<file path="src/dcb_pkg.sv">
`timescale 1ns / 1ps
// ----------------------------------------------------------------------------
// dcb_pkg
// Types and constants shared by the DC-blocking highpass block and its
// stream interfaces.
// ----------------------------------------------------------------------------
package dcb_pkg;

	localparam int CH_W     = 3;
	localparam int SAMPLE_W = 16;
	localparam int VALUE_W  = 18;
	localparam int MASK_W   = 8;
	localparam int COEF_W   = 16;
	localparam int DATA_W   = 16;

	typedef logic [CH_W-1:0]            channel_t;
	typedef logic [SAMPLE_W-1:0]        sample_t;
	typedef logic signed [VALUE_W-1:0]  value_t;
	typedef logic [MASK_W-1:0]          mask_t;
	typedef logic [COEF_W-1:0]          coef_t;
	typedef logic [DATA_W-1:0]          cfg_data_t;

	// Configuration register indexes
	typedef enum logic [0:0] {
		REG_ENABLE_MASK = 1'b0,
		REG_COEFFICIENT = 1'b1
	} reg_index_t;

	localparam mask_t MASK_RESET = 8'h00;
	localparam coef_t COEF_RESET = 16'd65350;

	localparam value_t VALUE_MAX = 18'sh1FFFF;
	localparam value_t VALUE_MIN = 18'sh20000;

endpackage

</file>
<file path="src/dcb_sample_if.sv">
`timescale 1ns / 1ps
// ----------------------------------------------------------------------------
// dcb_sample_if
// Input stream: one converter sample and its channel number per item.
// ----------------------------------------------------------------------------
interface dcb_sample_if;

	logic               valid;
	logic               ready;
	dcb_pkg::channel_t  channel;
	dcb_pkg::sample_t   sample;

	modport source (output valid, output channel, output sample, input ready);
	modport sink   (input valid, input channel, input sample, output ready);

endinterface

</file>
<file path="src/dcb_result_if.sv">
`timescale 1ns / 1ps
// ----------------------------------------------------------------------------
// dcb_result_if
// Result stream: echoed channel, filtered or raw value and a filtered flag.
// ----------------------------------------------------------------------------
interface dcb_result_if;

	logic               valid;
	logic               ready;
	dcb_pkg::channel_t  out_channel;
	dcb_pkg::value_t    value;
	logic               filtered;

	modport source (output valid, output out_channel, output value, output filtered,
		input ready);
	modport sink   (input valid, input out_channel, input value, input filtered,
		output ready);

endinterface

</file>
<file path="src/multichannel_dc_block_highpass_unit.sv">
`timescale 1ns / 1ps
// ----------------------------------------------------------------------------
// multichannel_dc_block_highpass_unit
// A sample passes the compute stage, then the result stage. Throughput: 1 item
// per cycle while results are taken; the per-channel state is read and written
// in the single compute stage, so items on the same channel follow back to back.
// Reset: arst_n clears both stages, zeroes all channel state, loads the
// enable mask with 0 and the coefficient with 65350.
// ----------------------------------------------------------------------------
module multichannel_dc_block_highpass_unit #(
	parameter int CHANNELS = 8
) (
	input  logic                  clk,
	input  logic                  arst_n,
	dcb_sample_if.sink            sample_port,
	dcb_result_if.source          result_port,
	input  logic                  write_enable,
	input  dcb_pkg::reg_index_t   reg_index,
	input  dcb_pkg::cfg_data_t    write_data
);

	import dcb_pkg::*;

	localparam int IDX_W = (CHANNELS > 1) ? $clog2(CHANNELS) : 1;

	typedef logic [IDX_W-1:0] idx_t;

	// Configuration registers
	mask_t  mask_q;
	coef_t  coef_q;

	// Per-channel filter state
	sample_t prev_in_q  [CHANNELS];
	value_t  prev_out_q [CHANNELS];

	// Compute stage
	logic     valid_s1;
	channel_t ch_s1;
	sample_t  sample_s1;

	// Result stage
	logic     valid_s2;
	channel_t ch_s2;
	value_t   value_s2;
	logic     filtered_s2;

	logic adv_s2;
	logic adv_s1;

	idx_t                idx_s1;
	logic                en_s1;
	value_t              y_prev;
	sample_t             x_prev;
	logic signed [18:0]  diff_sum;
	logic signed [35:0]  product;
	logic signed [19:0]  y_full;
	value_t              y_sat;
	value_t              y_dbl;
	value_t              result_value;

	// Write configuration registers
	always_ff @(posedge clk or negedge arst_n) begin
		if (!arst_n) begin
			mask_q <= MASK_RESET;
			coef_q <= COEF_RESET;
		end else if (write_enable) begin
			unique case (reg_index)
				REG_ENABLE_MASK: mask_q <= write_data[MASK_W-1:0];
				REG_COEFFICIENT: mask_q <= mask_q;
				default:         mask_q <= mask_q;
			endcase
			unique case (reg_index)
				REG_COEFFICIENT: coef_q <= write_data[COEF_W-1:0];
				REG_ENABLE_MASK: coef_q <= coef_q;
				default:         coef_q <= coef_q;
			endcase
		end
	end

	// Handshake: the result stage frees when taken, the compute stage when it moves on
	assign adv_s2            = !valid_s2 || result_port.ready;
	assign adv_s1            = valid_s1 && adv_s2;
	assign sample_port.ready = !valid_s1 || adv_s2;

	// Capture an accepted item
	always_ff @(posedge clk or negedge arst_n) begin
		if (!arst_n) begin
			valid_s1 <= 1'b0;
		end else if (sample_port.ready) begin
			valid_s1 <= sample_port.valid;
		end
	end

	always_ff @(posedge clk) begin
		if (sample_port.valid && sample_port.ready) begin
			ch_s1     <= sample_port.channel;
			sample_s1 <= sample_port.sample;
		end
	end

	// Select the channel state and decide whether the filter applies
	assign idx_s1 = IDX_W'(ch_s1);
	assign en_s1  = (32'(ch_s1) < CHANNELS) && mask_q[ch_s1];
	assign y_prev = en_s1 ? prev_out_q[idx_s1] : '0;
	assign x_prev = en_s1 ? prev_in_q[idx_s1]  : '0;

	// y = floor(a * (y_prev + x - x_prev) / 65536), saturated, then doubled
	always_comb begin
		diff_sum = 19'(y_prev) + $signed({3'b000, sample_s1})
			- $signed({3'b000, x_prev});
		product  = $signed({1'b0, coef_q}) * diff_sum;
		y_full   = product[35:16];
		if (y_full > 20'(VALUE_MAX)) begin
			y_sat = VALUE_MAX;
		end else if (y_full < 20'(VALUE_MIN)) begin
			y_sat = VALUE_MIN;
		end else begin
			y_sat = y_full[VALUE_W-1:0];
		end
		if (y_sat[VALUE_W-1] != y_sat[VALUE_W-2]) begin
			y_dbl = y_sat[VALUE_W-1] ? VALUE_MIN : VALUE_MAX;
		end else begin
			y_dbl = {y_sat[VALUE_W-2:0], 1'b0};
		end
		result_value = en_s1 ? y_dbl : $signed({2'b00, sample_s1});
	end

	// Update channel state once, as the item leaves the compute stage
	always_ff @(posedge clk or negedge arst_n) begin
		if (!arst_n) begin
			for (int i = 0; i < CHANNELS; i++) begin
				prev_in_q[i]  <= '0;
				prev_out_q[i] <= '0;
			end
		end else if (adv_s1 && en_s1) begin
			prev_in_q[idx_s1]  <= sample_s1;
			prev_out_q[idx_s1] <= y_sat;
		end
	end

	// Hold the result until taken
	always_ff @(posedge clk or negedge arst_n) begin
		if (!arst_n) begin
			valid_s2 <= 1'b0;
		end else if (adv_s2) begin
			valid_s2 <= valid_s1;
		end
	end

	always_ff @(posedge clk) begin
		if (adv_s1) begin
			ch_s2       <= ch_s1;
			value_s2    <= result_value;
			filtered_s2 <= en_s1;
		end
	end

	assign result_port.valid       = valid_s2;
	assign result_port.out_channel = ch_s2;
	assign result_port.value       = value_s2;
	assign result_port.filtered    = filtered_s2;

`ifndef ASSERT_OFF
	// A filtered item leaves its sample as the channel's previous input
	a_state_written: assert property (@(posedge clk) disable iff (!arst_n)
		(adv_s1 && en_s1) |=> (prev_in_q[$past(idx_s1)] == $past(sample_s1)))
		else $error("channel state not updated by filtered item");

	// A raw pass-through result is a non-negative 16-bit sample
	a_raw_range: assert property (@(posedge clk) disable iff (!arst_n)
		(result_port.valid && !result_port.filtered) |-> (result_port.value[17:16] == 2'b00))
		else $error("raw result outside sample range");

	// Input stalls only when both stages are full and the result is not taken
	a_stall_cause: assert property (@(posedge clk) disable iff (!arst_n)
		!sample_port.ready |-> (valid_s1 && result_port.valid && !result_port.ready))
		else $error("input stalled without a full pipeline");
`endif

endmodule
</file>
<file path="src/flat_wrapper.sv">
// flat-port wrapper written by rule: the top's interface ports become plain ports
module multichannel_dc_block_highpass_unit_flat import dcb_pkg::*;
#(
	parameter int CHANNELS = 8
)
  (clk, arst_n, write_enable, reg_index, write_data, sample_port_valid, sample_port_channel, sample_port_sample, sample_port_ready, result_port_valid, result_port_out_channel, result_port_value, result_port_filtered, result_port_ready);
  dcb_sample_if sample_port_i ();
  dcb_result_if result_port_i ();
  input  logic clk;
  input  logic arst_n;
  input  logic write_enable;
  input  dcb_pkg::reg_index_t reg_index;
  input  dcb_pkg::cfg_data_t write_data;
  input wire logic [$bits(sample_port_i.valid)-1:0] sample_port_valid;
  input wire logic [$bits(sample_port_i.channel)-1:0] sample_port_channel;
  input wire logic [$bits(sample_port_i.sample)-1:0] sample_port_sample;
  output wire logic [$bits(sample_port_i.ready)-1:0] sample_port_ready;
  output wire logic [$bits(result_port_i.valid)-1:0] result_port_valid;
  output wire logic [$bits(result_port_i.out_channel)-1:0] result_port_out_channel;
  output wire logic [$bits(result_port_i.value)-1:0] result_port_value;
  output wire logic [$bits(result_port_i.filtered)-1:0] result_port_filtered;
  input wire logic [$bits(result_port_i.ready)-1:0] result_port_ready;
  assign sample_port_i.valid = sample_port_valid;
  assign sample_port_i.channel = sample_port_channel;
  assign sample_port_i.sample = sample_port_sample;
  assign sample_port_ready = sample_port_i.ready;
  assign result_port_valid = result_port_i.valid;
  assign result_port_out_channel = result_port_i.out_channel;
  assign result_port_value = result_port_i.value;
  assign result_port_filtered = result_port_i.filtered;
  assign result_port_i.ready = result_port_ready;
  multichannel_dc_block_highpass_unit #(.CHANNELS(CHANNELS)) u_core (.clk(clk), .arst_n(arst_n), .sample_port(sample_port_i), .result_port(result_port_i), .write_enable(write_enable), .reg_index(reg_index), .write_data(write_data));
endmodule
</file>
<file path="config.mk">
export PLATFORM = sky130hd
export DESIGN_NAME = multichannel_dc_block_highpass_unit_flat
export DESIGN_NICKNAME = d
export VERILOG_FILES = /design/src/dcb_pkg.sv /design/src/dcb_sample_if.sv /design/src/dcb_result_if.sv /design/src/multichannel_dc_block_highpass_unit.sv /design/src/flat_wrapper.sv
export SDC_FILE = /design/constraint.sdc
export NUM_CORES = 1
export LEC_CHECK = 0
export BUFFER_PORTS_ARGS = -buffer_cell sky130_fd_sc_hd__buf_2
export CELL_PAD_IN_SITES_DETAIL_PLACEMENT = 1
export CELL_PAD_IN_SITES_GLOBAL_PLACEMENT = 1
export CORE_ASPECT_RATIO = 0.6
export CORE_UTILIZATION = 55
export CTS_CLUSTER_SIZE = 14
export DETAILED_ROUTE_END_ITERATION = 10
export PLACE_DENSITY_LB_ADDON = 0.1
export SYNTH_ARGS = -nofsm -noshare
export SYNTH_HDL_FRONTEND = slang
export SYNTH_SLANG_ARGS = --single-unit
</file>
<file path="constraint.sdc">
create_clock -name clk -period 24.8 [get_ports clk]
set_input_delay 1.24 -clock clk [delete_from_list [all_inputs] [get_ports clk]]
set_output_delay 1.24 -clock clk [all_outputs]
set_load 0.005 [all_outputs]
</file>
==> results of run 1 <==
-- worst min-delay path, stage by stage (launching register included) --
cell and delay (ns):
dfrtp_1 0.34, nand2_1 0.05, o21ai_0 0.06
-- state kept, by name, summed over array words and instances (netlist names) --
signal / flops
u_core.prev_in_q: 128
u_core.valid_s1: 1
u_core.result_port.out_channel: 3
u_core.ch_s1: 3
u_core.mask_q: 8
u_core.coef_q: 16
u_core.result_port.value: 18
u_core.result_port.filtered: 1
u_core.result_port.valid: 1
u_core.sample_s1: 16
u_core.prev_out_q: 144
-- final cells by class --
type,instances,area [um^2]
fillers,5367,19000
diodes,3,7.51
multi-input cells,1893,16400
well taps,640,801
clock inverters,17,185
repair buffers,123,773
clock buffers,46,957
inverters,423,1590
flip-flops and latches,339,8700
-- routing by layer --
layer | track usage (%) | vias up
li1 | - | 9209
met1 | 56.3 | 11700
met4 | 13.1 | 2
met2 | 58.9 | 1212
met3 | 9.55 | 251
met5 | 0 | -
-- cells by family (layout without fill, tap and decap cells) --
family | count (synthesis) | in the layout | synth area share [%]
buffers and inverters | 597 | 609 | 8.46
multiplexers | 48 | 48 | 1.87
other | 0 | 3 | 0
AND/OR/NAND/NOR | 819 | 819 | 13.5
adder cells (fa/ha/maj) | 430 | 430 | 28.5
XOR/XNOR | 40 | 40 | 1.28
flip-flops | 339 | 339 | 31.9
AO/OA/AOI/OAI | 556 | 556 | 14.4
-- worst max-delay path by stage --
| stage | from | end | slack (ns) | cells after the start |
|---|---|---|---|---|
| 6_report | u_core.ch_s1[0] | u_core.result_port.value[1] | 10.68 | 47 |
| 2_1_floorplan | u_core.ch_s1[2] | u_core.result_port.value[10] | 12.99 | 51 |
| 3_3_place_gp | u_core.ch_s1[1] | u_core.result_port.value[15] | 11.78 | 47 |
| 4_1_cts | u_core.ch_s1[0] | u_core.result_port.value[1] | 10.86 | 47 |
| 5_1_grt | u_core.ch_s1[0] | u_core.result_port.value[15] | 9.95 | 47 |
| 3_5_place_dp | u_core.ch_s1[0] | u_core.result_port.value[3] | 10.96 | 47 |
-- Yosys cell counts, types with 24 or more instances --
cell type and number:
a21oi_1 32, a22oi_1 107, and2_1 129, clkbuf_1 138, dfrtp_1 287, edfxtp_1 41
fa_1 321, ha_1 109, inv_1 411, mux2_2 24, mux2i_1 24, nand2_1 570
o211ai_1 110, o21ai_0 147, o31ai_1 25, xnor2_1 33
-- metrics by stage --
stage	setup WS (ns)	cell area [um^2]	hold slack [ns]	utilization, %
final	10.68	29400	0.484	60.7
after global routing	9.95	29400	0.503	60.7
after CTS	10.86	29400	0.486	60.7
after detailed placement	10.96	28200	0.472	58.3
after global placement	11.78	28200	0.462	58.3
after floorplan	12.99	27300	0.421	-
==> results.cfg, run 1 <==
[run_status]
status = finished, final reports clean

[synth]
post_synth_num_cell_types = 80
async_flop_share_pct = 87.9
synth-edff-count = 41
yosysWarningCount = 0
synthDominantAreaCellType = dfrtp_1
synth.ff_latch_count = 339
seq_area_frac_synth_pct = 31.9
cell_area_synth_mm2 = 0.0273
postSynth.topFlopCell = dfrtp_1
post_synth.cell_area_avg_um2 = 9.65
synth_top_area_share_pct = 26.3
netlist_instances = 2829
synth_nets = 3300
cell_types_with_the_largest_area_share_after_synthesis = dfrtp_1 (26%), fa_1 (24%), nand2_1 (7.8%)

[clock_network]
cell_chosen_for_the_clock_root = clkbuf_16
post_cts.repair.setup_buffers = 0
cts_made_buffers = 35
cts-htree-levels = 2
tritoncts = built
cts-resized-gates = 0
ctsLongestPathBuffers = 3
worst_skew_pair.late_latency_ns = 0.57
cts.hold.buffers_added = 0
cts.reportedPaths.clkPinSlew_ns = 0.07
clock-sinks = 339

[timing]
clock_period_minus_worst_slack_ns = 14.12
fin_setup_tns_ns = 0
rsz0062_at_grt = no
transition_time_of_the_tightest_slew_check_pin_ns = 1.41
highest_achievable_clock_rate_mhz = 70.8
post_route_fraction_of_the_period_consumed_by_the_critical_path_pct = 57.0
slew_viol_final = 0
maxSlewHeadroom_pct = 5.85
final_count_of_negative_setup_slack_endpoints = 0
final.setup_skew_ns = 0.0330
hold_violations = 0

[worst_setup_path]
cp.arrival_ns = 14.42
crit-reg2reg-launch = u_core.ch_s1[0]
critPathSlowestCell = edfxtp_1
reg2reg_to = u_core.result_port.value[1]
critical-path-top-cell-by-count = fa_1
critical_path.max_fanout = 33
launching_element_type_of_the_critical_path = register
category_of_the_worst_setup_path_capture_point = register
cp_top_family = adder cells
setup.reg_to_reg.worst_slack_ns = 10.68
ff2ff_path_depth = 47
worstPathBufferInverterCount = 8
crit_type = reg -> reg
worstPathRequired_ns = 25.10
cpPeakStageDelay_ns = 0.72

[final_layout]
final-instance-count-excl-fill = 3484
finalNetCount = 3286
final_cell_mix = nand2_1 (562), inv_1 (411), fa_1 (321), dfrtp_1 (287), o21ai_0 (147)
drive_above_1_share_pct = 9.47
layout_commonest_cell = nand2_1
layout-area-overhead-vs-synth_pct = 7.70

[drt]
dr.max_layer_used = met5
dr_wl_met3_mm = 10.3
iteration_0_drc_markers = 2129
route.vias.total = 22400
met1_routed_wirelength_after_detailed_routing_mm = 40.0
drc_errors = 0
avgViaCountPerCell = 6.42
routed_wirelength_mm = 96.3
number_of_optimization_iterations_in_the_first_detailed_route_pass = 7
antenna_violating_nets_post_route = 0
wire_per_inst_um = 27.6
routed_wl_met2_mm = 42.6

[die]
design.portCount = 65
fp.dieW_um = 290
core_area_mm2 = 0.0484
fp.dieArea_mm2 = 0.0505
fp.dieH_um = 175
starting_density_of_the_core_pct = 56.4
fp-row-count = 62

[grt]
vias_in_the_first_global_route = 24500
antenna_found_initial = 5
grt_pass1_wl_mm = 148
grt_util_all_layers_pct = 39.3
globalRouteOverflowTotal = 0
grt_max_degree = 92

[placement]
routabilityCongestion = 0.919
placement.io_buffers = 64
placed_cells = 3418
dpl.hpwl_mm = 67.0

[worst_hold_path]
whs_path_depth = 2
hold_path.startpoint = u_core.prev_in_q[105]
timing.hold.worst_endpoint = u_core.prev_in_q[105]
min_path_type = reg -> reg

[job]
drv_cap = 0
Power of run 1 is not shown: default switching activity piles up to over one toggle a cycle in this logic, so the estimate is an artifact.
==> run 2: changes to the inputs <==
--- a/config.mk
+++ b/config.mk
@@ -9,7 +9,7 @@
 export CELL_PAD_IN_SITES_DETAIL_PLACEMENT = 1
 export CELL_PAD_IN_SITES_GLOBAL_PLACEMENT = 1
 export CORE_ASPECT_RATIO = 0.6
-export CORE_UTILIZATION = 55
+export CORE_UTILIZATION = 51
 export CTS_CLUSTER_SIZE = 14
 export DETAILED_ROUTE_END_ITERATION = 10
 export PLACE_DENSITY_LB_ADDON = 0.1
==> constraint.sdc (replaced) <==
create_clock -name clk -period 14.5 [get_ports clk]
set_input_delay 0.725 -clock clk [delete_from_list [all_inputs] [get_ports clk]]
set_output_delay 0.725 -clock clk [all_outputs]
set_load 0.005 [all_outputs]
==> run 2 against run 1 <==
Compared with the run above:
- maximum frequency grew 2.8%
- hold slack lost 0.20 ns
- register-to-register slack lost 9.9 ns
- critical path depth shrank 2
- core utilization shrank 4.7 points
- via count shrank 2.2%
- die area grew 7.8%
- global-route usage shrank 4.0 points
- critical endpoint is now u_core.result_port.value[11]
==> results.cfg, run 2 (synthesized netlist as in run 1, its figures left out) <==
[worst_setup_path]
crit-reg2reg-launch = u_core.ch_s1[2]
crit_type = reg -> reg
reg2reg_to = u_core.result_port.value[11]
ff2ff_path_depth = 45
worstPathBufferInverterCount = 8
launching_element_type_of_the_critical_path = register
cpPeakStageDelay_ns = 0.73
category_of_the_worst_setup_path_capture_point = register
critPathSlowestCell = edfxtp_1
cp.arrival_ns = 13.97
critical-path-top-cell-by-count = fa_1
critical_path.max_fanout = 23
setup.reg_to_reg.worst_slack_ns = 0.76
worstPathRequired_ns = 14.73
cp-startpoint = u_core.ch_s1[2]
cp_top_family = adder cells

[die]
fp.dieW_um = 301
design.portCount = 65
fp.dieArea_mm2 = 0.0545
fp-row-count = 65
core_area_mm2 = 0.0527
fp.dieH_um = 181
starting_density_of_the_core_pct = 51.8

[placement]
place_area_mm2 = 0.0283
routabilityCongestion = 0.898
placement.io_buffers = 64
dpl.hpwl_mm = 66.5

[final_layout]
final_cell_area_mm2 = 0.0295
layout-area-overhead-vs-synth_pct = 8.11
layout_commonest_cell = nand2_1
largest_register = u_core.prev_out_q
number_of_flip_flops_under_the_largest_register_name = 144
final_cell_mix = nand2_1 (562), inv_1 (411), fa_1 (321), dfrtp_1 (287), o21ai_0 (147)
drive_above_1_share_pct = 9.51
finalNetCount = 3294

[drt]
iteration_0_drc_markers = 1959
routed_wirelength_mm = 93.0
antenna_violating_nets_post_route = 0
number_of_optimization_iterations_in_the_first_detailed_route_pass = 5
wire_per_inst_um = 26.2
drc_errors = 0
avgViaCountPerCell = 6.15
route.vias.total = 21900

[clock_network]
cts_made_buffers = 37
ctsLongestPathBuffers = 3
clock-sinks = 339
cts-htree-levels = 2
worst_skew_pair.late_latency_ns = 0.56
cts.hold.buffers_added = 0
cts.reportedPaths.clkPinSlew_ns = 0.06
cell_chosen_for_the_clock_root = clkbuf_16
tritoncts = built

[timing]
hold_violations = 0
post_route_fraction_of_the_period_consumed_by_the_critical_path_pct = 94.7
clock_period_minus_worst_slack_ns = 13.74
final_count_of_negative_setup_slack_endpoints = 0
transition_time_of_the_tightest_slew_check_pin_ns = 1.31
slew_viol_final = 0
final.setup_skew_ns = 0.0262
maxSlewHeadroom_pct = 11.8
highest_achievable_clock_rate_mhz = 72.8

[job]
drv_cap = 0

[grt]
grt_max_degree = 180
vias_in_the_first_global_route = 23600
grt_pass1_wl_mm = 145
globalRouteOverflowTotal = 0
grt_util_all_layers_pct = 35.4
antenna_found_initial = 2

[worst_hold_path]
min_path_type = in -> async

[run_status]
status = finished, final reports clean
-- run 2: changes by cell type in the layout (fill, tap and decap cells not counted), sizes merged --
cell | before | now
buf | 123 | 129
inv | 414 | 416
clkbuf | 46 | 53
diode | 3 | 1
clkinv | 24 | 20
bufinv | 2 | 0
-- run 2: layer usage --
| layer | GRT usage, % | routed length, um | up-vias |
|---|---|---|---|
| li1 | - | - | 9227 |
| met1 | 52.0 | 41000 | 11600 |
| met2 | 52.1 | 40500 | 928 |
| met3 | 8.77 | 8970 | 161 |
| met4 | 9.60 | 2480 | 0 |
| met5 | 0 | 0 | - |
-- run 2: what timing repair did --
item / CTS / global route
buffers inserted: 0 / 2
resized for setup: 0 / 1
endpoints found under the setup margin: 0 / 41
-- run 2: per-stage QoR --
| step | utilization (%) | TNS (ns) | cells | hold WS, ns | worst slack [ns] |
|---|---|---|---|---|---|
| 2_1_floorplan | - | 0 | 2829 | 0.421 | 2.69 |
| 3_5_place_dp | 53.8 | 0 | 3485 | 0.471 | 0.654 |
| 5_1_grt | 56.0 | -0.00420 | 3553 | 0.339 | -0.00420 |
| 4_1_cts | 55.9 | 0 | 3551 | 0.332 | 0.559 |
| 6_report | 56.0 | 0 | 3554 | 0.282 | 0.762 |
| 3_3_place_gp | 53.8 | 0 | 3485 | 0.459 | 1.45 |
-- run 2: how the worst max path moves through the flow --
stage,end,slack [ns],cells after the start
2_1_floorplan,u_core.result_port.value[10],2.69,51
3_3_place_gp,u_core.result_port.value[15],1.45,43
3_5_place_dp,u_core.result_port.value[11],0.65,42
4_1_cts,u_core.result_port.value[11],0.56,42
5_1_grt,u_core.result_port.value[11],-0.004,45
6_report,u_core.result_port.value[11],0.76,45
-- run 2: cell type report --
cell class,instances,area [um^2]
timing repair buffer,129,843
sequential,339,8700
clock buffer,53,1050
clock inverter,13,92.6
antenna,1,2.50
inverter,423,1590
fill,5902,23200
tap,703,880
multi-input combinational,1893,16400
-- run 2: worst register-to-register path, delay by kind of cell (launching register included) --
family / cells / cell delay, ns
buffers and inverters: 8 / 1.10
DFF: 1 / 0.73
and+or+nand+nor: 12 / 3.38
AOI/OAI and AO/OA: 14 / 3.77
xor gates and xnor gates: 1 / 0.09
adders and majority gates: 10 / 4.35
Power of run 2 is left out for the same reason.
